File: config.mk
export PLATFORM = sky130hd
export DESIGN_NAME = oaids_ctrl
export DESIGN_NICKNAME = d
export VERILOG_FILES = /design/src/hw/rtl/oaids_pkg.sv /design/src/hw/rtl/oaids_ctrl.sv
export VERILOG_INCLUDE_DIRS = /design/src /design/src/hw/rtl
export SDC_FILE = /design/constraint.sdc
export NUM_CORES = 1
export LEC_CHECK = 0
export BUFFER_PORTS_ARGS = -buffer_cell sky130_fd_sc_hd__buf_2
export CAP_MARGIN = 20
export CORE_ASPECT_RATIO = 2
export CORE_MARGIN = 2
export CORE_UTILIZATION = 50
export CTS_CLUSTER_DIAMETER = 200
export DETAILED_ROUTE_END_ITERATION = 8
export PLACE_DENSITY = 0.79
export RECOVER_POWER = 50
export SYNTH_ARGS = -nofsm -noshare
export SYNTH_HDL_FRONTEND = slang
export SYNTH_SLANG_ARGS = --single-unit
File: constraint.sdc
create_clock -name clk -period 6.4 [get_ports clk]
set_input_delay 0.64 -clock clk [delete_from_list [all_inputs] [get_ports clk]]
set_output_delay 0.64 -clock clk [all_outputs]
set_load 0.05 [all_outputs]
File: src/hw/rtl/ordered_array_insert_delete_search_top_defines.svh
// assertion helpers for the rtl, used by oaids_ctrl
`ifndef ORDERED_ARRAY_INSERT_DELETE_SEARCH_TOP_DEFINES_SVH
`define ORDERED_ARRAY_INSERT_DELETE_SEARCH_TOP_DEFINES_SVH

// same-cycle implication, disabled in reset
`define OAIDS_ASSERT_NOW(label, ante, cons, msg) \
  label: assert property (@(posedge clk) disable iff (rst) (ante) |-> (cons)) \
    else $error(msg);

// next-cycle implication, disabled in reset
`define OAIDS_ASSERT_NEXT(label, ante, cons, msg) \
  label: assert property (@(posedge clk) disable iff (rst) (ante) |=> (cons)) \
    else $error(msg);

`endif

File: src/hw/rtl/oaids_pkg.sv
`default_nettype none

package oaids_pkg;

  localparam int CAPACITY_DEF = 128;

  // command codes
  typedef enum logic [2:0] {
    CMD_CLEAR  = 3'd0,
    CMD_APPEND = 3'd1,
    CMD_INSERT = 3'd2,
    CMD_DELETE = 3'd3,
    CMD_SEARCH = 3'd4,
    CMD_READ   = 3'd5
  } cmd_t;

  // result status codes
  typedef enum logic [2:0] {
    ST_OK       = 3'd0,
    ST_EMPTY    = 3'd1,
    ST_INVALID  = 3'd2,
    ST_NOTFOUND = 3'd3,
    ST_FULL     = 3'd4
  } status_t;

  // sequencer states
  typedef enum logic [1:0] {
    S_IDLE,
    S_SCAN,
    S_FIN
  } state_t;

  // broadcast control for the row of cells
  typedef struct packed {
    logic ins;   // shift right from position, load value at position
    logic del;   // shift left from position
    logic scan;  // advance the result chain one cell
    logic find;  // scan selects matching words, else the word at position
  } cell_ctl_t;

endpackage

`default_nettype wire

File: src/hw/rtl/oaids_ctrl.sv
`default_nettype none

`include "ordered_array_insert_delete_search_top_defines.svh"

module oaids_ctrl #(
  parameter int CAPACITY = oaids_pkg::CAPACITY_DEF,
  parameter int IW = 7,
  parameter int CW = 8
) (
  input  logic                    clk,
  input  logic                    rst,
  input  logic                    in_valid,
  output logic                    in_stall,
  input  logic [2:0]              cmd,
  input  logic [7:0]              position,
  input  logic signed [31:0]      value,
  output logic                    out_valid,
  input  logic                    out_stall,
  output logic [2:0]              status,
  output logic signed [31:0]      data,
  output logic [6:0]              found_index,
  output logic [7:0]              count,
  output oaids_pkg::cell_ctl_t    ctl,
  output logic [IW-1:0]           cell_pos,
  output logic signed [31:0]      cell_val,
  output logic [CW-1:0]           elem_count,
  input  logic                    res_hit,
  input  logic signed [31:0]      res_word,
  input  logic [IW-1:0]           res_idx
);
  import oaids_pkg::*;

  localparam int LW = (CW > 8) ? CW : 8;

  state_t             state, state_next;
  logic [CW-1:0]      elem_count_next;
  logic [IW-1:0]      scan_cnt;
  logic [2:0]         cmd_q;
  logic [IW-1:0]      pos_q;
  logic signed [31:0] val_q;
  logic               accept;
  logic               out_free;
  logic               load_out;
  status_t            st_next;
  logic signed [31:0] data_next;
  logic [IW-1:0]      idx_next;
  logic [LW-1:0]      pos_ext;
  logic [LW-1:0]      cnt_ext;
  logic               full;

  assign out_free = !out_valid || !out_stall;
  assign in_stall = (state != S_IDLE) || !out_free;
  assign accept   = in_valid && !in_stall;
  assign pos_ext  = LW'(position);
  assign cnt_ext  = LW'(elem_count);
  assign full     = (elem_count >= CW'(CAPACITY));

  // command decode, cell control and result selection
  always_comb begin
    state_next      = state;
    elem_count_next = elem_count;
    ctl             = '0;
    cell_pos        = pos_q;
    cell_val        = val_q;
    load_out        = 1'b0;
    st_next         = ST_OK;
    data_next       = '0;
    idx_next        = '0;
    case (state)
      S_IDLE: begin
        cell_pos = IW'(position);
        cell_val = value;
        if (accept) begin
          load_out = 1'b1;
          case (cmd)
            CMD_CLEAR: begin
              elem_count_next = '0;
            end
            CMD_APPEND: begin
              if (full) begin
                st_next = ST_FULL;
              end else begin
                ctl.ins         = 1'b1;
                cell_pos        = IW'(elem_count);
                elem_count_next = elem_count + 1'b1;
              end
            end
            CMD_INSERT: begin
              if (elem_count == '0) begin
                st_next = ST_EMPTY;
              end else if (pos_ext > cnt_ext) begin
                st_next = ST_INVALID;
              end else if (full) begin
                st_next = ST_FULL;
              end else begin
                ctl.ins         = 1'b1;
                elem_count_next = elem_count + 1'b1;
              end
            end
            CMD_DELETE, CMD_READ: begin
              if (elem_count == '0) begin
                st_next = ST_EMPTY;
              end else if (pos_ext >= cnt_ext) begin
                st_next = ST_INVALID;
              end else begin
                load_out   = 1'b0;
                state_next = S_SCAN;
              end
            end
            CMD_SEARCH: begin
              if (elem_count == '0) begin
                st_next = ST_EMPTY;
              end else begin
                load_out   = 1'b0;
                state_next = S_SCAN;
              end
            end
            default: begin
              st_next = ST_OK;
            end
          endcase
        end
      end
      S_SCAN: begin
        ctl.scan = 1'b1;
        ctl.find = (cmd_q == CMD_SEARCH);
        if (scan_cnt == IW'(CAPACITY - 1)) begin
          state_next = S_FIN;
        end
      end
      S_FIN: begin
        if (out_free) begin
          load_out   = 1'b1;
          state_next = S_IDLE;
          if (cmd_q == CMD_SEARCH) begin
            if (res_hit) begin
              idx_next = res_idx;
            end else begin
              st_next = ST_NOTFOUND;
            end
          end else begin
            data_next = res_word;
            if (cmd_q == CMD_DELETE) begin
              ctl.del         = 1'b1;
              elem_count_next = elem_count - 1'b1;
            end
          end
        end
      end
      default: begin
        state_next = S_IDLE;
      end
    endcase
  end

  // control registers
  always_ff @(posedge clk) begin
    if (rst) begin
      state      <= S_IDLE;
      elem_count <= '0;
      scan_cnt   <= '0;
      out_valid  <= 1'b0;
    end else begin
      state      <= state_next;
      elem_count <= elem_count_next;
      scan_cnt   <= (state == S_SCAN) ? scan_cnt + 1'b1 : '0;
      out_valid  <= load_out || (out_valid && out_stall);
    end
  end

  // held command fields for the scan
  always_ff @(posedge clk) begin
    if (accept) begin
      cmd_q <= cmd;
      pos_q <= IW'(position);
      val_q <= value;
    end
  end

  // output register
  always_ff @(posedge clk) begin
    if (load_out) begin
      status      <= st_next;
      data        <= data_next;
      found_index <= 7'(idx_next);
      count       <= 8'(elem_count_next);
    end
  end

  `OAIDS_ASSERT_NOW(a_count_bound, 1'b1, elem_count <= CW'(CAPACITY), "count above capacity")
  `OAIDS_ASSERT_NOW(a_load_free, load_out, out_free, "result overwrites a waiting transfer")
  `OAIDS_ASSERT_NOW(a_read_hit, (state == S_FIN) && (cmd_q != CMD_SEARCH), res_hit, "addressed slot missed")
  `OAIDS_ASSERT_NEXT(a_ins_count, ctl.ins, elem_count == CW'($past(elem_count) + 1'b1), "insert count")
  `OAIDS_ASSERT_NEXT(a_del_count, ctl.del, elem_count == CW'($past(elem_count) - 1'b1), "delete count")

endmodule

`default_nettype wire

==> impl_metrics.toml, run 1 <==
[global_routing]
grt_pass1_wl_um = 20300
grt_use_met2_pct = 42.9
grt_start_max_net_pins = 51
grt-ovfl-total = 0
met1_usage_pct = 24.2
grt-busiest-layer = "met2"
grtUsageMet3_pct = 3.46
grt_pass1_vias = 4052
grt_use_total_pct = 22.8
grt_antenna_before_repair = 0

[cts]
post_cts_buffers = 0
cts-root-buf = "clkbuf_16"
cts_tree = "yes"
cts_hold_buf = 0
cts.repair.resized = 0
clock-sinks = 110
worst_skew_pair.late_latency_ns = 0.34
cts_buffers = 9
h-tree-depth = 3
clk_pin_slew_ns = 0.07
clk_path_buf_depth = 2

[layout]
synthToLayoutAreaGrowth_pct = 23.2
layout_common_cells = "clkbuf_1 (95), buf_2 (94), edfxtp_1 (92), nor2_1 (38), mux2_2 (34)"
fin_util_pct = 63.3
layout.cells.non_filler = 750
final_common_cell = "clkbuf_1"
diodes = 0
drive_gt1_share_pct = 25.0
nets = 708

[critical_path]
cp-start-kind = "register"
path_max_fanout = 50
path_buf_inv = 4
slowest_delay_ns = 0.62
worstPathRequired_ns = 5.76
crit_arrival_ns = 3.89
worstSetupEndpointType = "output pin"
crit_family = "simple AND/OR/NAND/NOR gates"
cpMaxStageDelayCell = "nand4_1"
worstPathCellList = "nor2_4 -> buf_4 -> nand3_1 -> inv_2 -> buf_4 -> nand4_1 -> nor2_1 -> a21oi_1 -> a21oi_1 -> buf_2"
crit_type = "register to output pin"

[routing]
wirelength_um = 13200
dr.pass1.iters = 6
routed_via_density = 5.45
avgRoutedWirePerCell_um = 17.5
drc = 0
dr_total_vias = 4091
drt_iter0_drc = 283
postRouteAntennaNets = 0

[placement]
placed_cells = 734
pre_cts_ws_ns = 2.28
gp_congestion = 0.893
dp_hpwl_um = 10000
portBuffers = 189

[timing]
clock_skew_ns = 0.0112
worst_slack_ns = 1.87
relSlewSlack_pct = 45.1
rsz0062_at_grt = "false"
finalCritPeriodShare_pct = 70.7
setup_viol = 0
tightest_slew_ns = 0.823
setup-tns-final_ns = 0
drv_slew = 0
final.min_clock_period_ns = 4.53
hold_viol = 0
max_freq_mhz = 221

[run]
maxCapViolations = 0

[logic_synthesis]
ys_seq_area_share_pct = 59.9
ys_ff_latch = 110
ys_types = 53
ys.flop_type = "edfxtp_1"
synth_edf_count = 92
syn-cell-area_um2 = 5210
syn_area_per_cell_um2 = 12.1
ys_async_sr_fraction_pct = 0
syn_inst = 429
yosysWarnings = 0
syn-num-nets = 527

[power_and_ir_drop]
p_total_mw = 1.65
p_leak_nw = 2.41
ir_drop_v = 0.000184
powerDensity_nw_per_um2 = 257

[die]
fp.dieH_um = 148
die_area_um2 = 11300
ioPinCount = 190
core_um2 = 10100
rows = 52
start_util_pct = 51.3
fp.dieW_um = 76.2

[status]
status = "finished, final reports clean"

[min_path]
hp-class = "register to register"
-- registers in the layout, summed over array words and instances, names as in the netlist --
signal / flops
data: 32
pos_q: 7
elem_count: 8
out_valid: 1
count: 8
cmd_q: 3
status: 3
found_index: 7
state: 2
scan_cnt: 7
val_q: 32
-- worst register-to-register path, stage by stage, from the launching register on --
cell,delay [ns]
dfxtp_1,0.43
nor2_4,0.14
buf_4,0.49
nand3_1,0.43
inv_2,0.11
buf_4,0.51
nand4_1,0.66
o22ai_1,0.39
inv_1,0.10
a41oi_1,0.18
-- worst paths after layout --
check / from / to / slack (ns) / cells past startpoint
setup / recovery: state[0] / cell_pos[1] / 1.87 / 10
setup reg to reg: state[0] / elem_count[1] / 2.89 / 9
hold reg to reg: scan_cnt[0] / scan_cnt[0] / 0.45 / 1
hold / removal: scan_cnt[0] / scan_cnt[0] / 0.45 / 1
-- Yosys cell counts, drive strengths merged, types with 2 or more instances --
| cell | count | area share, % |
|---|---|---|
| nor3 | 9 | 0.86 |
| nor4 | 4 | 0.48 |
| or4 | 2 | 0.36 |
| inv | 14 | 1.0 |
| or3 | 3 | 0.36 |
| or2 | 2 | 0.24 |
| o21ai | 8 | 0.77 |
| nor2b | 3 | 0.36 |
| clkbuf | 15 | 1.1 |
| buf | 8 | 1.1 |
| a211oi | 4 | 0.58 |
| o211ai | 4 | 0.58 |
| a31oi | 4 | 0.48 |
| and2 | 41 | 4.9 |
| a2111oi | 3 | 0.86 |
| dfxtp | 18 | 6.9 |
| clkinv | 2 | 0.14 |
| nand2 | 17 | 1.4 |
| a21oi | 27 | 2.6 |
| a41oi | 3 | 0.50 |
| mux2 | 34 | 7.3 |
| nand3 | 12 | 1.2 |
| edfxtp | 92 | 53 |
| nand3b | 2 | 0.29 |
| nor2 | 40 | 2.9 |
| xor2 | 2 | 0.34 |
| nand4 | 10 | 1.2 |
| ha | 11 | 2.6 |
| a22o | 2 | 0.34 |
| and3 | 3 | 0.36 |
| a32oi | 3 | 0.50 |
| o22ai | 3 | 0.36 |
| xnor2 | 8 | 1.3 |
| nand2b | 4 | 0.48 |
-- per-layer routing --
metal  vias up  routed length [um]
met4         0                 673
met1      1908                4730
li1       1939                   -
met2       193                7160
met3        51                 587
met5         -                   0
-- final cells by class --
cell class                      count  area, um2
Multi-Input combinational cell    280       1930
Fill cell                         853       3730
Clock inverter                      7       55.1
Clock buffer                        9        225
Timing Repair Buffer              193        853
Inverter                           16       60.1
Tap cell                          135        169
Sequential cell                   110       3120
-- cell families after synthesis --
family | synth area share (%)
AND/OR/NAND/NOR | 15.7
XOR/XNOR | 1.68
multiplexers | 7.54
buffers and inverters | 3.29
AO/OA/AOI/OAI | 9.22
adder cells (fa/ha/maj) | 2.64
flip-flops | 59.9
-- where the power goes --
group          internal [mW]  leakage (nW)  switching, mW
clock network          0.270         0.140          0.254
registers              0.822          1.06         0.0127
logic                 0.0643          1.21          0.224
total                   1.16          2.41          0.491
-- per-stage QoR --
stage / hold slack [ns] / area (um2)
after detailed placement: 0.441 / 6260
after global routing: 0.470 / 6420
final: 0.453 / 6420
after global placement: 0.430 / 6260
after floorplan: 0.418 / 5210
after CTS: 0.459 / 6540
Note: power is estimated with default switching activity, not from simulation.
==> run 2, diff against run 1 <==
Settings changed: CORE_UTILIZATION 50 to 45, PLACE_DENSITY 0.79 to 0.75.
Clock period 6.4 ns to 3.95 ns, I/O delays scaled along.
==> impl_metrics.toml, run 2 (same netlist as run 1, synthesis figures left out) <==
[layout]
multiInputGateArea_um2 = 1930
fillCellCount = 1006
ff_latch_area_um2 = 3120
nets = 710
layout_common_cells = "buf_2 (102), edfxtp_1 (92), clkbuf_1 (89), nor2_1 (38), mux2_2 (34)"
final_common_cell = "buf_2"
diodes = 0
drive_gt1_share_pct = 26.3
top_regs = "data x32, val_q x32"
synthToLayoutAreaGrowth_pct = 24.2

[timing]
tightest_slew_ns = 1.01
finalCritPeriodShare_pct = 88.9
setup-tns-final_ns = 0
final.min_clock_period_ns = 3.51
setup_viol = 0
relSlewSlack_pct = 32.8
rsz0062_at_grt = "false"
drv_slew = 0
max_freq_mhz = 285
hold_viol = 0
fin_hold_ws_ns = 0.237
clock_skew_ns = 0.0102
worst_slack_ns = 0.438

[power_and_ir_drop]
ir_drop_v = 0.000242
p_leak_nw = 2.45
powerDensity_nw_per_um2 = 422

[placement]
gp_congestion = 0.910
dp_hpwl_um = 10400
pre_cts_ws_ns = 0.797
portBuffers = 189

[run]
maxCapViolations = 0

[cts]
cts_tree = "yes"
post_cts_buffers = 0
h-tree-depth = 3
cts-root-buf = "clkbuf_16"
cts_buffers = 9
clock-sinks = 110
cts_hold_buf = 0
cts.repair.resized = 0
worst_skew_pair.late_latency_ns = 0.35
clk_path_buf_depth = 2
clk_pin_slew_ns = 0.07

[routing]
avgRoutedWirePerCell_um = 18.0
drc = 0
wirelength_um = 13700
routed_via_density = 5.39
dr.pass1.iters = 5
dr_total_vias = 4091
postRouteAntennaNets = 0
drt_iter0_drc = 249

[die]
ioPinCount = 190
fp.dieH_um = 156
rows = 55
die_area_um2 = 12500
fp.dieW_um = 80.1
start_util_pct = 46.2
core_um2 = 11300

[critical_path]
worstPathRequired_ns = 3.56
crit_arrival_ns = 3.12
crit_type = "register to output pin"
path_max_fanout = 13
cp-start-kind = "register"
worstSetupEndpointType = "output pin"

[global_routing]
grt-ovfl-total = 0
grt-busiest-layer = "met2"
grt_pass1_wl_um = 20100
grt_start_max_net_pins = 50
grtUsageMet3_pct = 3.94
grt_use_total_pct = 21.3
grt_pass1_vias = 4047
grt_use_met2_pct = 39.0
grt_antenna_before_repair = 0
met1_usage_pct = 21.8

[min_path]
hp-class = "input port to register"

[status]
status = "finished, final reports clean"
-- run 2: cell type report --
class,instances,area share (%)
clock buffer,10,3.54
clock inverter,6,1.06
inverter,16,0.928
multi-input combinational,280,29.9
sequential,110,48.3
tap,142,2.75
timing repair buffer,195,13.6
-- run 2: metrics by stage --
| step | util [%] | instances | power [mW] | cell area (um2) |
|---|---|---|---|---|
| after floorplan | - | 429 | 1.71 | 5210 |
| after global placement | 55.7 | 743 | 1.86 | 6290 |
| after detailed placement | 55.7 | 743 | 1.86 | 6290 |
| after CTS | 58.3 | 759 | 2.77 | 6580 |
| after global routing | 57.3 | 759 | 2.82 | 6470 |
| final | 57.3 | 759 | 2.73 | 6470 |
-- run 2: routing by layer --
metal,vias to the layer above,share of wire [%]
met2,168,55
met5,-,0
met3,41,4.9
met1,1939,36
li1,1943,-
met4,0,4.5
-- run 2: path summary, 6_finish.rpt --
kind                               startpoint           to  slack [ns]  cells past startpoint
worst max-delay path            elem_count[0]       ctl[3]        0.44                      9
worst min-delay path                value[29]    val_q[29]        0.24                      1
worst max register to register  elem_count[3]     count[3]        0.78                      8
worst min register to register    scan_cnt[0]  scan_cnt[0]        0.45                      1
-- run 2: critical path, cell delays in order, from the launching register on --
cell and delay [ns]:
dfxtp_1 0.62, inv_1 0.19, ha_1 0.27, nand2b_1 0.19, nor3_1 0.07, a211oi_1 0.51, and2_1 0.38, nand2_1 0.13
nor2_1 0.14, buf_2 0.28
-- run 2: report_power, final --
group | internal (mW) | switching (mW)
Clock | 0.497 | 0.409
Sequential | 1.33 | 0.0214
Combinational | 0.107 | 0.363
Total | 1.94 | 0.794
==> run 3, diff against run 2 <==
Settings changed: PLACE_DENSITY 0.75 to 0.74.
==> impl_metrics.toml, run 3 (same netlist as run 1, synthesis figures left out) <==
[power_and_ir_drop]
p_int_mw = 1.88
clkPwrFrac_pct = 32.1
comb_power_share_pct = 17.5
p_seq_share_pct = 50.4
p_leak_nw = 2.45
p_sw_uw = 806
p_sw_share_pct = 30.0
ir_drop_v = 0.000319
powerDensity_nw_per_um2 = 415

[die]
fp.dieH_um = 156
fp.dieW_um = 80.1
start_util_pct = 46.2
rows = 55
die_area_um2 = 12500
ioPinCount = 190
core_um2 = 11300

[cts]
clock-sinks = 110
cts.repair.resized = 0
clk_pin_slew_ns = 0.08
post_cts_buffers = 0
cts-root-buf = "clkbuf_16"
cts_tree = "yes"
cts_hold_buf = 0
worst_skew_pair.late_latency_ns = 0.34
h-tree-depth = 3
clk_path_buf_depth = 2
cts_buffers = 9

[layout]
diodes = 0
synthToLayoutAreaGrowth_pct = 24.2
nets = 710
layout_common_cells = "buf_2 (103), edfxtp_1 (92), clkbuf_1 (87), nor2_1 (38), mux2_2 (34)"
fin_area_um2 = 6470
drive_gt1_share_pct = 26.4
ff_latch_area_um2 = 3120
fillCellCount = 1052
multiInputGateArea_um2 = 1930
final_common_cell = "buf_2"
top_regs = "data x32, val_q x32"

[critical_path]
path_max_fanout = 13
crit_type = "register to output pin"
r2r-start = "state[0]"
r2r_slack_ns = 0.85
rr_worst_depth = 7
cpMaxStageDelayCell = "dfxtp_1"
worstPathCellList = "inv_1 -> ha_1 -> nand2b_1 -> nor3_1 -> a211oi_1 -> and2_1 -> nand2_1 -> nor2_1 -> buf_2"
worstSetupEndpointType = "output pin"
crit_arrival_ns = 3.22
r2r-end = "count[4]"
slowest_delay_ns = 0.61
worstPathRequired_ns = 3.56
cp-start-kind = "register"

[min_path]
hp-class = "input port to register"
holdPathStages = 1
min_from = "value[11]"
worstHoldEndpoint = "val_q[11]"

[routing]
drc = 0
drt_iter0_drc = 306
routed_via_density = 5.42
postRouteAntennaNets = 0
dr_total_vias = 4111
avgRoutedWirePerCell_um = 17.9
wirelength_um = 13600
dr.pass1.iters = 4

[global_routing]
grt_use_total_pct = 21.4
grt_pass1_wl_um = 20300
grt_antenna_before_repair = 0
grt_pass1_vias = 3943
grt_start_max_net_pins = 50
grt-ovfl-total = 0

[placement]
portBuffers = 189
dp_hpwl_um = 10400
gp_congestion = 0.926
place_area_um2 = 6300

[run]
maxCapViolations = 0

[timing]
relSlewSlack_pct = 31.3
rsz0062_at_grt = "false"
hold_viol = 0
clock_skew_ns = 0.00907
max_freq_mhz = 277
tightest_slew_ns = 1.03
setup_viol = 0
setup-tns-final_ns = 0
final.min_clock_period_ns = 3.61
drv_slew = 0
finalCritPeriodShare_pct = 91.5

[status]
status = "finished, final reports clean"
run 3: layout make-up:
| cell class | count | area share (%) |
|---|---|---|
| sequential | 110 | 48.3 |
| multi-input combinational | 280 | 29.9 |
| timing repair buffer | 195 | 13.8 |
| clock buffer | 9 | 3.48 |
| tap | 142 | 2.75 |
| inverter | 16 | 0.928 |
| clock inverter | 7 | 0.870 |
run 3: how the worst max path moves through the flow:
stage / start / endpoint / slack (ns) / depth (start not counted)
final: elem_count[0] / ctl[3] / 0.34 / 9
after CTS: elem_count[0] / ctl[3] / 0.35 / 9
after floorplan: elem_count[1] / count[0] / 0.30 / 8
after global routing: elem_count[0] / ctl[3] / 0.14 / 9
after global placement: elem_count[0] / ctl[3] / 0.74 / 9
after detailed placement: elem_count[0] / ctl[3] / 0.75 / 9
run 3: critical path, delay by kind of cell (launching register included):
family	cells	cell delay [ns]
AND/OR/NAND/NOR	5	0.89
adder cells (fa/ha/maj)	1	0.31
flip-flops	1	0.61
AO/OA/AOI/OAI	1	0.59
buffers and inverters	2	0.47
run 3: routing by layer:
layer  up-vias  wire length, um  GRT usage [%]
li1       1952                -              -
met1      1928             4740           22.6
met2       191             7460           38.7
met3        40              738           4.05
met4         0              657           11.5
met5         -                0              0
run 3: power by group through the flow:
stage               sequential [mW]  clock, mW  combinational (mW)
finish                         1.35      0.861               0.469
global route                   1.36      0.927               0.494
CTS                            1.35      0.883               0.486
detailed placement             1.38          0               0.485
global placement               1.38          0               0.481
floorplan                      1.50          0               0.211
run 3: through the flow:
step	hold WS [ns]	power, mW	setup slack [ns]	utilization (%)	instances
floorplan	0.418	1.71	0.296	-	429
global placement	0.434	1.86	0.738	55.8	743
detailed placement	0.438	1.86	0.745	55.8	743
CTS	0.226	2.72	0.354	58.3	759
global route	0.226	2.78	0.136	57.3	759
finish	0.236	2.68	0.336	57.3	759
