--- src/hw/rtl/ordered_array_insert_delete_search_top_defines.svh ---
// assertion helpers for the rtl, used by oaids_ctrl
`ifndef ORDERED_ARRAY_INSERT_DELETE_SEARCH_TOP_DEFINES_SVH
`define ORDERED_ARRAY_INSERT_DELETE_SEARCH_TOP_DEFINES_SVH

// same-cycle implication, disabled in reset
`define OAIDS_ASSERT_NOW(label, ante, cons, msg) \
  label: assert property (@(posedge clk) disable iff (rst) (ante) |-> (cons)) \
    else $error(msg);

// next-cycle implication, disabled in reset
`define OAIDS_ASSERT_NEXT(label, ante, cons, msg) \
  label: assert property (@(posedge clk) disable iff (rst) (ante) |=> (cons)) \
    else $error(msg);

`endif

--- src/hw/rtl/oaids_pkg.sv ---
`default_nettype none

package oaids_pkg;

  localparam int CAPACITY_DEF = 128;

  // command codes
  typedef enum logic [2:0] {
    CMD_CLEAR  = 3'd0,
    CMD_APPEND = 3'd1,
    CMD_INSERT = 3'd2,
    CMD_DELETE = 3'd3,
    CMD_SEARCH = 3'd4,
    CMD_READ   = 3'd5
  } cmd_t;

  // result status codes
  typedef enum logic [2:0] {
    ST_OK       = 3'd0,
    ST_EMPTY    = 3'd1,
    ST_INVALID  = 3'd2,
    ST_NOTFOUND = 3'd3,
    ST_FULL     = 3'd4
  } status_t;

  // sequencer states
  typedef enum logic [1:0] {
    S_IDLE,
    S_SCAN,
    S_FIN
  } state_t;

  // broadcast control for the row of cells
  typedef struct packed {
    logic ins;   // shift right from position, load value at position
    logic del;   // shift left from position
    logic scan;  // advance the result chain one cell
    logic find;  // scan selects matching words, else the word at position
  } cell_ctl_t;

endpackage

`default_nettype wire

--- src/hw/rtl/oaids_cell.sv ---
`default_nettype none

module oaids_cell #(
  parameter int IW = 7,
  parameter int CW = 8
) (
  input  logic                    clk,
  input  oaids_pkg::cell_ctl_t    ctl,
  input  logic [IW-1:0]           slot,
  input  logic [IW-1:0]           pos,
  input  logic [CW-1:0]           elem_count,
  input  logic signed [31:0]      val,
  input  logic signed [31:0]      left_word,
  input  logic signed [31:0]      right_word,
  output logic signed [31:0]      word,
  input  logic                    up_hit,
  input  logic signed [31:0]      up_word,
  input  logic [IW-1:0]           up_idx,
  output logic                    hit,
  output logic signed [31:0]      res_word,
  output logic [IW-1:0]           res_idx
);
  import oaids_pkg::*;

  logic sel;

  // this cell claims the result: a matching word below the count, or the addressed slot
  always_comb begin
    if (ctl.find) begin
      sel = (CW'(slot) < elem_count) && (word == val);
    end else begin
      sel = (slot == pos);
    end
  end

  // stored word: shift in from a neighbor or take the new value
  always_ff @(posedge clk) begin
    if (ctl.ins) begin
      if (slot > pos) begin
        word <= left_word;
      end else if (slot == pos) begin
        word <= val;
      end
    end else if (ctl.del) begin
      if (slot >= pos) begin
        word <= right_word;
      end
    end
  end

  // result chain moves toward slot zero, lower slots override
  always_ff @(posedge clk) begin
    if (ctl.scan) begin
      hit      <= sel | up_hit;
      res_word <= sel ? word : up_word;
      res_idx  <= sel ? slot : up_idx;
    end
  end

endmodule

`default_nettype wire

--- config.mk ---
export PLATFORM = sky130hd
export DESIGN_NAME = oaids_cell
export DESIGN_NICKNAME = d
export VERILOG_FILES = /design/src/hw/rtl/ordered_array_insert_delete_search_top_defines.svh /design/src/hw/rtl/oaids_pkg.sv /design/src/hw/rtl/oaids_cell.sv
export SDC_FILE = /design/constraint.sdc
export NUM_CORES = 1
export LEC_CHECK = 0
export BUFFER_PORTS_ARGS = -buffer_cell sky130_fd_sc_hd__buf_4
export CORE_MARGIN = 3
export CORE_UTILIZATION = 53
export DETAILED_ROUTE_END_ITERATION = 7
export GPL_TIMING_DRIVEN = 0
export PLACE_DENSITY = 0.95
export SYNTH_ARGS = -nofsm -noshare
export SYNTH_HDL_FRONTEND = slang
export SYNTH_SLANG_ARGS = --single-unit
export TNS_END_PERCENT = 100
--- constraint.sdc ---
create_clock -name clk -period 5.95 [get_ports clk]
set_input_delay 0.2975 -clock clk [delete_from_list [all_inputs] [get_ports clk]]
set_output_delay 0.2975 -clock clk [all_outputs]
set_load 0.05 [all_outputs]
==> results of run 1 <==
==> flip-flops by register name, summed over array words and instances (netlist names) <==
register,count
word,32
res_word,32
hit,1
res_idx,7
==> worst max-delay path, stage by stage, from the launching register on <==
cell and delay [ns]:
sky130_fd_sc_hd__edfxtp_1 0.45, sky130_fd_sc_hd__xnor2_1 0.29, sky130_fd_sc_hd__nand4_1 0.14, sky130_fd_sc_hd__nor4_1 0.92
sky130_fd_sc_hd__buf_2 0.38, sky130_fd_sc_hd__buf_2 0.29, sky130_fd_sc_hd__nand4_1 0.16, sky130_fd_sc_hd__o211ai_1 0.12
==> path summary, 6_finish.rpt <==
kind	start	to	slack, ns	depth (start not counted)
worst min-delay path	up_hit	hit	0.21	2
worst max register to register	word[29]	res_idx[0]	3.02	7
worst min register to register	word[20]	res_word[20]	0.70	2
worst max-delay path	word[29]	res_idx[0]	3.02	7
==> synthesized netlist by cell type, drive strengths merged, types with 5 or more instances <==
master	n	area, um2
a21oi	5	25.02
a2bb2oi	70	613.1
and3	32	200.2
buf	15	71.32
clkbuf	57	214.0
edfxtp	72	2162
ha	13	162.7
inv	16	60.06
nand2	33	123.9
nand3	34	170.2
nand4	46	287.8
o211ai	39	292.8
o21ai	42	210.2
o31ai	32	240.2
or4	32	240.2
xnor2	31	271.5
==> cells by family after synthesis <==
family | Yosys count | share of synthesized area [%]
AOI/OAI and AO/OA | 194 | 26.42
xor gates and xnor gates | 32 | 5.101
adders and majority gates | 13 | 2.961
buffers and inverters | 88 | 6.286
DFF | 72 | 39.35
and+or+nand+nor | 190 | 19.88
==> final cells by class <==
type / instances / area, um2 / share of cell area, %
Buffer: 72 / 285.3 / 3.756
Clock buffer: 11 / 131.4 / 1.730
Clock inverter: 5 / 23.77 / 0.3130
Inverter: 16 / 60.06 / 0.7906
Multi-Input combinational cell: 429 / 2998 / 39.47
Sequential cell: 72 / 2162 / 28.46
Tap cell: 133 / 166.4 / 2.191
Timing Repair Buffer: 234 / 1769 / 23.29
==> metal layers <==
metal / part of all wire [%] / vias to the layer above / GRT usage (%)
met5: 0 / - / 0
met4: 6.4 / 0 / 21.64
met3: 13 / 134 / 6.779
met2: 47 / 656 / 62.03
met1: 33 / 3062 / 46.62
li1: - / 2855 / -
==> stage by stage <==
step / worst slack [ns] / hold slack (ns) / util (%) / instance area (um2)
5_1_grt: 2.972 / 0.1941 / 76.65 / 7596
2_1_floorplan: 2.220 / 0.4100 / - / 5494
6_report: 3.018 / 0.2068 / 76.65 / 7596
3_5_place_dp: 2.899 / 0.5697 / 75.09 / 7441
3_3_place_gp: 0.9752 / 0.5657 / 74.77 / 7410
4_1_cts: 3.115 / 0.2026 / 76.65 / 7596
==> power by group through the flow <==
| stage | combinational [mW] | sequential (mW) | clock, mW |
|---|---|---|---|
| after floorplan | 0.176 | 0.859 | 0 |
| after global placement | 0.579 | 0.695 | 0 |
| after detailed placement | 0.598 | 0.695 | 0 |
| after CTS | 0.600 | 0.684 | 0.334 |
| after global routing | 0.637 | 0.692 | 0.351 |
| final | 0.611 | 0.690 | 0.345 |
==> run summary, run 1 <==
The post-CTS setup repair buffer count was 0; the required time at the worst-slack endpoint was 6.16 ns. The clock root buffer master was sky130_fd_sc_hd__clkbuf_8. Before antenna repair, the detailed router went through 6 iterations.

Along the worst path, the maximum fanout reaches 10. The switching share of power works out to 38.91%. The later pin in the worst-skew pair is clocked with a latency of 0.37 ns. The leading register cell type out of synthesis was sky130_fd_sc_hd__edfxtp_1. The count of nets left with antenna violations once routing finished came out at 0. The logs give 1.646 mW for the sum of internal, switching and leakage power and 972 for the count of non-filler cells in the finished layout. In this run the core area contains 36 standard-cell rows. Number of max-capacitance violations reported: 0. The logs give 29.15% for the tightest slew margin relative to the limit and 21.0% for the clock network fraction of design power. Counting the fill cells in the layout gives 692. Entering global routing, the biggest net connects 41 pins. The floorplan step defined a die boundary enclosing 11620 um2.

In this run, the number of DRC markers left after iteration 0 of detailed routing was 857. The via count normalized by instance count came out at 6.900. Setup repair after global routing left no endpoint under its margin. The first global-routing pass estimated 33.85 mm of wire. Clock tree synthesis inserted a total of 9 buffers. The tools report the endpoint type of the worst setup path as a flop. The cell area that synthesis handed to floorplanning was 5494 um2. Between clock sinks in the finished design, the worst skew comes to 0.01184 ns.

The count of final hold-check violations is 0. Once placement completed, the tool counted placed cells totaling 956. The run gives 32 as the number of unique standard cell types used by synthesis.

Counting flops and latches in the post-synthesis netlist gives 72. Category of the worst setup path launch point: a flop. Buffers inserted to repair hold after CTS numbered 0. The kind of critical path was flop to flop. Leaving out fill and tap cells, the most frequent cell in the layout is sky130_fd_sc_hd__buf_4. The summed negative setup slack over all endpoints is 0 ns, and the power density over the cells is 216.7 nW/um2.

The clock-pin slew of the registers on the worst-case setup and hold paths is 0.08 ns. The run finished with clean final reports. For this design the total switching power over the nets is 0.6404 mW. The number of antenna cells inserted is 0, and the maximum ir drop on the vdd rail is 108.3 uV. The final count of pins violating max slew was 0; the number of instances resized during post-cts repair was 0.

The tightest min-delay check is of the input port to flop type. The logs give 765 for the number of nets in the synthesized netlist and 9910 um2 for the placeable core region. The area added between synthesis and finish was 38.26%. The combinational share of power is 37.1%, and the number of port buffers is 233.

The die is 107.8 um wide. The final cycle utilization of the critical path came out at 49.27%. In the layout the commonest cells are sky130_fd_sc_hd__buf_4, sky130_fd_sc_hd__edfxtp_1, sky130_fd_sc_hd__a2bb2oi_1, sky130_fd_sc_hd__clkbuf_1, sky130_fd_sc_hd__nand4_1. The fraction of final layout cells sized beyond drive strength 1 works out to 31.11%.

For the static leakage, the log shows 3.164 nW. The tools report the starting utilization of the core area as 55.44%. The average cell area after synthesis is 9.328 um2, and the instance count of the mapped netlist is 589. Routability-driven placement finished with a final weighted congestion of 0.9705.

The tools report the top-level I/O count as 235. The H-tree generated during clock tree synthesis spans 3 levels. The number of flops mapped to enable cells by yosys came out at 72.

After layout, the minimum clock period comes to 2.932 ns. Registers are responsible for 41.9% of the overall power. The y dimension of the die was 107.8 um; the measured slew at the worst slew-check pin was 1.053 ns. The clock drives 72 sinks.

Sequential elements use 39.35% of the synthesized area. The Yosys step of the flow raised 0 warnings. The logs give 6397 for the number of global-route vias before repair and 0 for the number of antenna violations at the first check in global routing.

Global routing used 37.79% of the available tracks. In the final design database the tool counted 1010 nets. In the routed design, unresolved DRC markers number 0. Counting along the longest clock path gives a buffer depth of 2.

For the total vias in the final route, the log shows 6707. The post-detailed-route wirelength per cell came out at 23.35 um. TritonCTS built the clock tree. Timing would allow up to 0.3411 GHz.

Counting flops with an async set or reset pin after synthesis yields a share of 0%. The run gives 0 as the final setup violation count. The wire-length estimate of the detail-placed layout is 17.16 mm. The residual overflow from global routing was 0; the arrival time reported for the critical path endpoint was 3.14 ns.

The design internal power is 1.006 mW, and the final routed wirelength across all metal layers is 22.70 mm.
(Power assumes the default switching activity.)
==> inputs of run 2 (changes only) <==
--- a/config.mk
+++ b/config.mk
@@ -7,10 +7,10 @@
 export LEC_CHECK = 0
 export BUFFER_PORTS_ARGS = -buffer_cell sky130_fd_sc_hd__buf_4
 export CORE_MARGIN = 3
-export CORE_UTILIZATION = 53
+export CORE_UTILIZATION = 49
 export DETAILED_ROUTE_END_ITERATION = 7
 export GPL_TIMING_DRIVEN = 0
-export PLACE_DENSITY = 0.95
+export PLACE_DENSITY = 0.91
 export SYNTH_ARGS = -nofsm -noshare
 export SYNTH_HDL_FRONTEND = slang
 export SYNTH_SLANG_ARGS = --single-unit
==> constraint.sdc (replaced) <==
create_clock -name clk -period 2.7 [get_ports clk]
set_input_delay 0.135 -clock clk [delete_from_list [all_inputs] [get_ports clk]]
set_output_delay 0.135 -clock clk [all_outputs]
set_load 0.05 [all_outputs]
==> run 2 against run 1 <==
Net effect: power increased by 140%; combinational power is 120% higher; register-to-register slack worse by 2.9 ns; sequential cell count unchanged; clock power grew to 3.3 times the previous value; worst setup slack worse by 2.9 ns; final cell count increased by 1.3%; wire length is 1.6% lower; critical path type is now input port to flop; sequential share of layout area shrank 0.72 points; critical path depth up 2; cell area up 2.6%.
==> run summary, run 2 (same netlist as run 1, synthesis figures left out) <==
The logs give 0 ns (unchanged) for the summed negative setup slack over all endpoints and 0 (unchanged) for the number of antenna violations at the first check in global routing. The run gives 9 (unchanged) as the number of buffers inserted during clock tree synthesis. For the total vias in the final route, the log shows 6585 (-1.8%). The placeable core region was 10890 um2 (+9.9%); the clock-pin slew of the registers on the worst-case setup and hold paths was 0.08 ns (about the same). The maximum ir drop on the vdd rail is 293.2 uV (+170%). TritonCTS built the clock tree.

The fraction of final layout cells sized beyond drive strength 1 is 32.66% (+1.6 points), and the TritonCTS sink count is 72 (unchanged). The clock root buffer master is sky130_fd_sc_hd__clkbuf_8. Of the available clock period, the critical path in the final layout requires 95.02%.

Category of cells accounting for the largest share of critical-path delay: buffers and inverters. The wire length of the first global-routing pass is 34.11 mm (+0.75%), and the y dimension of the die is 111.9 um (+3.8%). The width of the die works out to 111.9 um (+3.8%). The count of final hold-check violations is 0 (unchanged), and the power density over the cells is 517.2 nW/um2 (+140%). The required time at the worst-slack endpoint was 2.80 ns (-3.36 ns). The final count of pins violating max slew is 0 (unchanged). The tools report the hold path startpoint as up_hit.

The weighted congestion reported at the end of routability-driven placement was 0.9432 (-2.8%); the highest clock frequency the design can meet was 0.3898 GHz. The minimum clock period was 2.565 ns. By startpoint and endpoint, the worst setup path is classified as input port to flop.

The via count normalized by instance count was 6.685 (-3.1%); the tightest slew margin relative to the limit was 51.81% (+23 points). For the number of antenna cells inserted, the log shows 0 (unchanged). The tools report the H-tree depth reported by CTS as 3 (unchanged). The slowest stage of the critical path belongs to the cell sky130_fd_sc_hd__clkbuf_1. The worst setup path is launched from an input port. Post-cts hold buffer count: 0 (unchanged). The tightest min-delay check is of the input port to flop type.

The tools report the maximum number of buffers from clock root to sink as 2 (unchanged). In the final layout, the registers with the most flip-flops are res_word (32), word (32), res_idx (7). The standard cell area after detailed placement came out at 7430 um2 (-0.15%).

The biggest cell delay along the critical path was 0.60 ns (-0.32 ns); the number of nets with antenna violations after detailed routing was 0 (unchanged). The measured slew at the worst slew-check pin was 0.7228 ns (-0.3302 ns). The run gives 985 (+1.3%) as the count of non-filler cells in the finished layout.

In the layout the commonest cells are sky130_fd_sc_hd__buf_4, sky130_fd_sc_hd__edfxtp_1, sky130_fd_sc_hd__a2bb2oi_1, sky130_fd_sc_hd__clkbuf_1, sky130_fd_sc_hd__nand4_1. The run gives 12520 um2 (+7.7%) as the overall die area. The post-DP HPWL is 16.77 mm (-2.3%). The worst register-to-register path begins at word[24]. The insertion delay to the later sink of the worst-skew pair was 0.36 ns (about the same).

Setup repair after global routing left no endpoint under its margin. The number of cells after detailed placement is 962 (+0.63%), and the post-detailed-route wirelength per cell is 22.68 um (-2.9%). The maximum fanout along the worst path was 11 (+1); the sum of internal, switching and leakage power was 4.030 mW (+140%). The run gives 50.46% (-5.0 points) as the starting utilization of the core area. The number of global-route vias before repair is 6302 (-1.5%).

The static leakage was 3.268 nW (+3.3%). The run gives 235 (unchanged) as the top-level I/O count. The cell seen most often among critical-path stages is sky130_fd_sc_hd__clkbuf_1. For the residual overflow from global routing, the log shows 0 (unchanged). The origin of the worst setup path was slot[4]. For the cell row count, the log shows 38 (+5.6%). The flow ran to the end, and the final reports show no timing, DRC or antenna violations.

The run gives 7792 um2 (+2.6%) as the final cell area excluding filler cells. Traced cell by cell, the critical path runs through buf_4, ha_1, nand4_1, or2_1, clkbuf_1, clkbuf_1, clkbuf_1, a2bb2oi_1, nand3_1. The run gives 0 (unchanged) as the final setup violation count. The initial DRC count is 641 (-25%).

Worst setup slack after layout: 0.1345 ns (-2.884 ns). Maximum number of pins on one net before global-route repair: 41 (unchanged). The library cell used most frequently in the layout, excluding fill and tap cells, is sky130_fd_sc_hd__buf_4. The final routed wirelength across all metal layers is 22.34 mm (-1.6%), and the total buffers and inverters traversed by the critical path is 4 (+2). The logs give 1016 (+0.59%) for the number of nets in the layout and 0.007597 ns (-0.004241 ns) for the final worst clock skew.

The number of port buffers is 233 (unchanged). Iteration count of the initial detailed-routing pass: 6 (unchanged). The arrival time reported for the critical path endpoint was 2.66 ns (-0.48 ns). The worst slack after detailed placement was -0.7232 ns (-3.622 ns). The area added between synthesis and finish came out at 41.84%. STA classifies the critical path endpoint as a flop.

The logs give 0 (unchanged) for the number of DRC violations after detailed routing and 0 (unchanged) for the number of max-capacitance violations reported. The total routing resource utilization after global routing came out at 34.68% (-3.1 points).
==> run 2: changes by cell type in the layout (fill, tap and decap cells not counted), moves of 2 or more <==
cell | previous run | this run
sky130_fd_sc_hd__clkinv_2 | 4 | 2
sky130_fd_sc_hd__nor4_1 | 2 | 0
sky130_fd_sc_hd__clkbuf_1 | 59 | 54
sky130_fd_sc_hd__buf_4 | 233 | 238
sky130_fd_sc_hd__bufinv_16 | 0 | 4
sky130_fd_sc_hd__clkbuf_2 | 0 | 4
==> run 2: area by class of cell <==
class,count,area [um2]
clock inverters,7,133.9
fillers,810,3095
clock buffers,9,123.9
flip-flops and latches,72,2162
well taps,140,175.2
repair buffers,239,1807
multi-input cells,430,3040
plain buffers,72,290.3
inverters,16,60.06
==> run 2: path summary, 6_finish.rpt <==
kind	end	slack, ns	cells past startpoint
hold reg to reg	res_word[10]	0.71	2
setup / recovery	word[28]	0.13	9
hold / removal	hit	0.04	2
setup reg to reg	res_word[2]	0.15	7
==> run 2: worst register-to-register path, cell delays in order (launching register included) <==
cell	delay, ns
sky130_fd_sc_hd__edfxtp_1	0.48
sky130_fd_sc_hd__xnor2_1	0.38
sky130_fd_sc_hd__nand4_1	0.20
sky130_fd_sc_hd__nor4_2	0.36
sky130_fd_sc_hd__and2_1	0.19
sky130_fd_sc_hd__buf_1	0.21
sky130_fd_sc_hd__buf_2	0.29
sky130_fd_sc_hd__o211ai_1	0.16
==> run 2: per-stage QoR <==
step	hold slack, ns	utilization (%)
after floorplan	0.2475	-
after global placement	0.4073	68.24
after detailed placement	0.4068	68.24
after CTS	0.03866	71.43
after global routing	0.04784	71.57
final	0.04422	71.57
==> run 2: what timing repair did <==
action                                 CTS  global route
endpoints found under the hold margin    0             0
setup endpoints to repair               72            71
resized for setup                        6             4
pin swaps                                2             2
cloned                                   1             0
setup buffers                            5             1
==> run 2: where the power goes <==
| group | switching (mW) | internal (mW) | total (mW) |
|---|---|---|---|
| registers | 0.137 | 1.38 | 1.52 |
| clock network | 0.452 | 0.701 | 1.15 |
| logic | 0.838 | 0.522 | 1.36 |
| total | 1.43 | 2.60 | 4.03 |
==> run 2: metal layers <==
metal | vias to the layer above | GRT usage, % | routed length, um
li1 | 2868 | - | -
met1 | 3065 | 45.07 | 7991
met2 | 570 | 56.24 | 10560
met3 | 82 | 5.380 | 2676
met4 | 0 | 17.60 | 1106
met5 | - | 0 | 0
==> inputs of run 3 (changes only) <==
--- a/config.mk
+++ b/config.mk
@@ -8,8 +8,10 @@
 export BUFFER_PORTS_ARGS = -buffer_cell sky130_fd_sc_hd__buf_4
 export CORE_MARGIN = 3
 export CORE_UTILIZATION = 49
+export CTS_CLUSTER_DIAMETER = 80
 export DETAILED_ROUTE_END_ITERATION = 7
 export GPL_TIMING_DRIVEN = 0
+export MAX_ROUTING_LAYER = met4
 export PLACE_DENSITY = 0.91
 export SYNTH_ARGS = -nofsm -noshare
 export SYNTH_HDL_FRONTEND = slang
==> run 3 against run 2 <==
Net effect: clock skew shrank 0.00059 ns; non-clock buffer count decreased by 4; power down 10%; die area unchanged; worst setup slack lost 0.088 ns; combinational power barely moved; fmax shrank 3.3%; critical path depth is 3 lower; wire length down 2.9%.
==> run summary, run 3 (same netlist as run 1, synthesis figures left out) <==
The final hold slack was 0.03831 ns (-0.005906 ns); the highest clock frequency the design can meet was 0.3769 GHz (-3.3%). The worst hold path begins at up_hit. The post-cts hold buffer count came out at 0 (unchanged).

The category of the worst setup path launch point is a flop. TritonCTS built the clock tree. The number of global-route vias before repair was 5926 (-6.0%); the y dimension of the die was 111.9 um (unchanged). Biggest cell delay along the critical path: 0.58 ns (-0.02 ns). The maximum fanout along the worst path is 10 (-1), and the total routing resource utilization after global routing is 33.63% (-1.1 points). The run gives 16.81 mm (+0.27%) as the post-DP HPWL. The count of final hold-check violations was 0 (unchanged).

Via count normalized by instance count: 6.542 (-2.1%). The depth of the most critical reg-to-reg path works out to 6 (-1). The wire length of the first global-routing pass is 32.29 mm (-5.3%).

The measured slew at the worst slew-check pin came out at 0.7412 ns (+0.01841 ns). Number of port buffers: 233 (unchanged). The clock-pin slew of the registers on the worst-case setup and hold paths works out to 0.07 ns (about the same). The maximum ir drop on the vdd rail was 277.3 uV (-5.4%); the number of antenna violations at the first check in global routing was 0 (unchanged). The setup path with the least slack is of type flop to flop. The number of DRC violations after detailed routing is 0 (unchanged).

The library cells used most frequently in the layout, excluding fill and tap cells, are sky130_fd_sc_hd__buf_4, sky130_fd_sc_hd__edfxtp_1, sky130_fd_sc_hd__a2bb2oi_1, sky130_fd_sc_hd__clkbuf_1, sky130_fd_sc_hd__nand4_1. The slowest cell on the critical path was sky130_fd_sc_hd__a2111oi_4. The count of non-filler cells in the finished layout was 980 (-0.51%). The tools report the overall die area as 12520 um2 (unchanged). Clock root buffer master: sky130_fd_sc_hd__clkbuf_8. The required time at the worst-slack endpoint was 2.80 ns (about the same).

The number of stages on the worst hold path was 2 (unchanged); the worst setup slack after layout was 0.04671 ns (-0.08780 ns). For the final count of pins violating max slew, the log shows 0 (unchanged). STA classifies the critical path endpoint as a flop. The tools report the fraction of power consumed by sequential logic as 42.0% (+4.4 points).

H-tree depth reported by CTS: 3 (unchanged). The number of buffers inserted during clock tree synthesis was 9 (unchanged); the static leakage was 3.196 nW (-2.2%). The insertion delay to the later sink of the worst-skew pair was 0.36 ns (about the same). Minimum clock period: 2.653 ns (+0.08780 ns).

The fraction of final layout cells sized beyond drive strength 1 works out to 31.67% (-1.0 points). The weighted congestion reported at the end of routability-driven placement was 0.9640 (+2.2%). The class of the tightest hold or removal check is input port to flop.

The width of the die works out to 111.9 um (unchanged). From synthesis to final layout, the design area changed by 39.58%. The final cycle utilization of the critical path was 98.27% (+3.3 points); the number of nets in the layout was 1012 (-0.39%). For the maximum number of pins on one net before global-route repair, the log shows 41 (unchanged).

The post-detailed-route wirelength per cell works out to 22.14 um (-2.4%). The summed negative setup slack over all endpoints was 0 ns (unchanged); the tightest slew margin relative to the limit was 50.20% (-1.6 points). The power density over the cells was 470.5 nW/um2 (-9.0%); the arrival time reported for the critical path endpoint was 2.75 ns (+0.09 ns). Number of nets with antenna violations after detailed routing: 0 (unchanged).

The final worst clock skew was 0.007006 ns (-0.0005902 ns). The placeable core region came out at 10890 um2 (unchanged). The largest registers in the layout are res_word (32), word (32), res_idx (7). Setup repair after global routing left no endpoint under its margin.

The combinational share of power was 37.6% (+3.9 points). The leading cell type in the layout, fill and taps excluded was sky130_fd_sc_hd__buf_4. The tools report the cell row count as 38 (unchanged). The starting utilization of the core area came out at 50.46% (unchanged). Clock network fraction of design power: 20.4% (-8.2 points).

The final routed wirelength across all metal layers came out at 21.70 mm (-2.9%). The run gives 0 (unchanged) as the final setup violation count. The TritonCTS sink count is 72 (unchanged), and the iteration count of the initial detailed-routing pass is 6 (unchanged).

Origin of the worst setup path: word[3]. The worst slack after detailed placement is -0.6800 ns (+0.04324 ns). The top-level I/O count is 235 (unchanged), and the residual overflow from global routing is 0 (unchanged). The sum of internal, switching and leakage power was 3.608 mW (-10%). The tools report the total vias in the final route as 6411 (-2.6%). The flow ran to the end, and the final reports show no timing, DRC or antenna violations. The switching share of power was 38.34% (+2.9 points). Traced cell by cell, the critical path runs through xnor2_1, nand4_1, a2111oi_4, clkbuf_2, a2bb2oi_1, o211ai_1. The worst register-to-register path begins at word[3]. The run gives 598 (-6.7%) as the initial DRC count. The design internal power was 2.225 mW (-15%); the switching power summed over all nets was 1.383 mW (-3.1%). The run gives 2 (unchanged) as the maximum number of buffers from clock root to sink.

The logs give 0 (unchanged) for the number of antenna cells inserted and 0 (unchanged) for the number of max-capacitance violations reported. The number of cells after detailed placement came out at 962 (unchanged).
## run 3: cell types whose count changed in the layout (fill, tap and decap cells not counted), moves of 2 or more
cell and delta:
sky130_fd_sc_hd__bufinv_16 -4, sky130_fd_sc_hd__clkbuf_1 +3, sky130_fd_sc_hd__buf_4 -5, sky130_fd_sc_hd__clkinv_2 -2
## run 3: layout make-up
cell class                      count  area (um2)
Fill cell                         833        3219
Multi-Input combinational cell    430        3044
Sequential cell                    72        2162
Timing Repair Buffer              235        1789
Buffer                             72       291.5
Tap cell                          140       175.2
Clock buffer                       13       138.9
Inverter                           16       60.06
Clock inverter                      2       7.507
## run 3: per-stage QoR
step	instance area (um2)	util, %
2_1_floorplan	5505	-
3_3_place_gp	7430	68.24
3_5_place_dp	7430	68.24
4_1_cts	7607	69.87
5_1_grt	7669	70.43
6_report	7669	70.43
## run 3: path summary, 6_finish.rpt
kind / end / slack (ns)
worst max-delay path: res_word[30] / 0.05
worst min-delay path: hit / 0.04
worst max register to register: res_word[30] / 0.05
worst min register to register: res_word[16] / 0.71
## run 3: timing repair
action	in CTS	in global routing
hold endpoints to repair	0	0
setup endpoints to repair	72	72
gates resized for setup	5	7
gates cloned	1	0
buffers inserted	0	2
pin swaps	1	4
## run 3: power groups by stage
stage               clock, mW  sequential, mW  combinational [mW]
finish                  0.737            1.52                1.36
floorplan                   0            1.89               0.391
CTS                     0.732            1.51                1.32
global route            0.766            1.53                1.42
global placement            0            1.53                1.29
detailed placement          0            1.53                1.31
## run 3: routing by layer
layer  vias to the layer above  routed length, um  GRT usage [%]
li1                       2851                  -              -
met1                      2994               8010          42.54
met2                       492              10290          53.44
met3                        74               2320          4.511
met4                         0               1081          16.06
met5                         -                  0              -
## run 3: critical path, delay by kind of cell, from the launching register on
kind                   cells  cell delay (ns)
flip-flops                 1             0.47
AND/OR/NAND/NOR            1             0.26
XOR/XNOR                   1             0.29
buffers and inverters      1             0.40
AO/OA/AOI/OAI              3             0.96
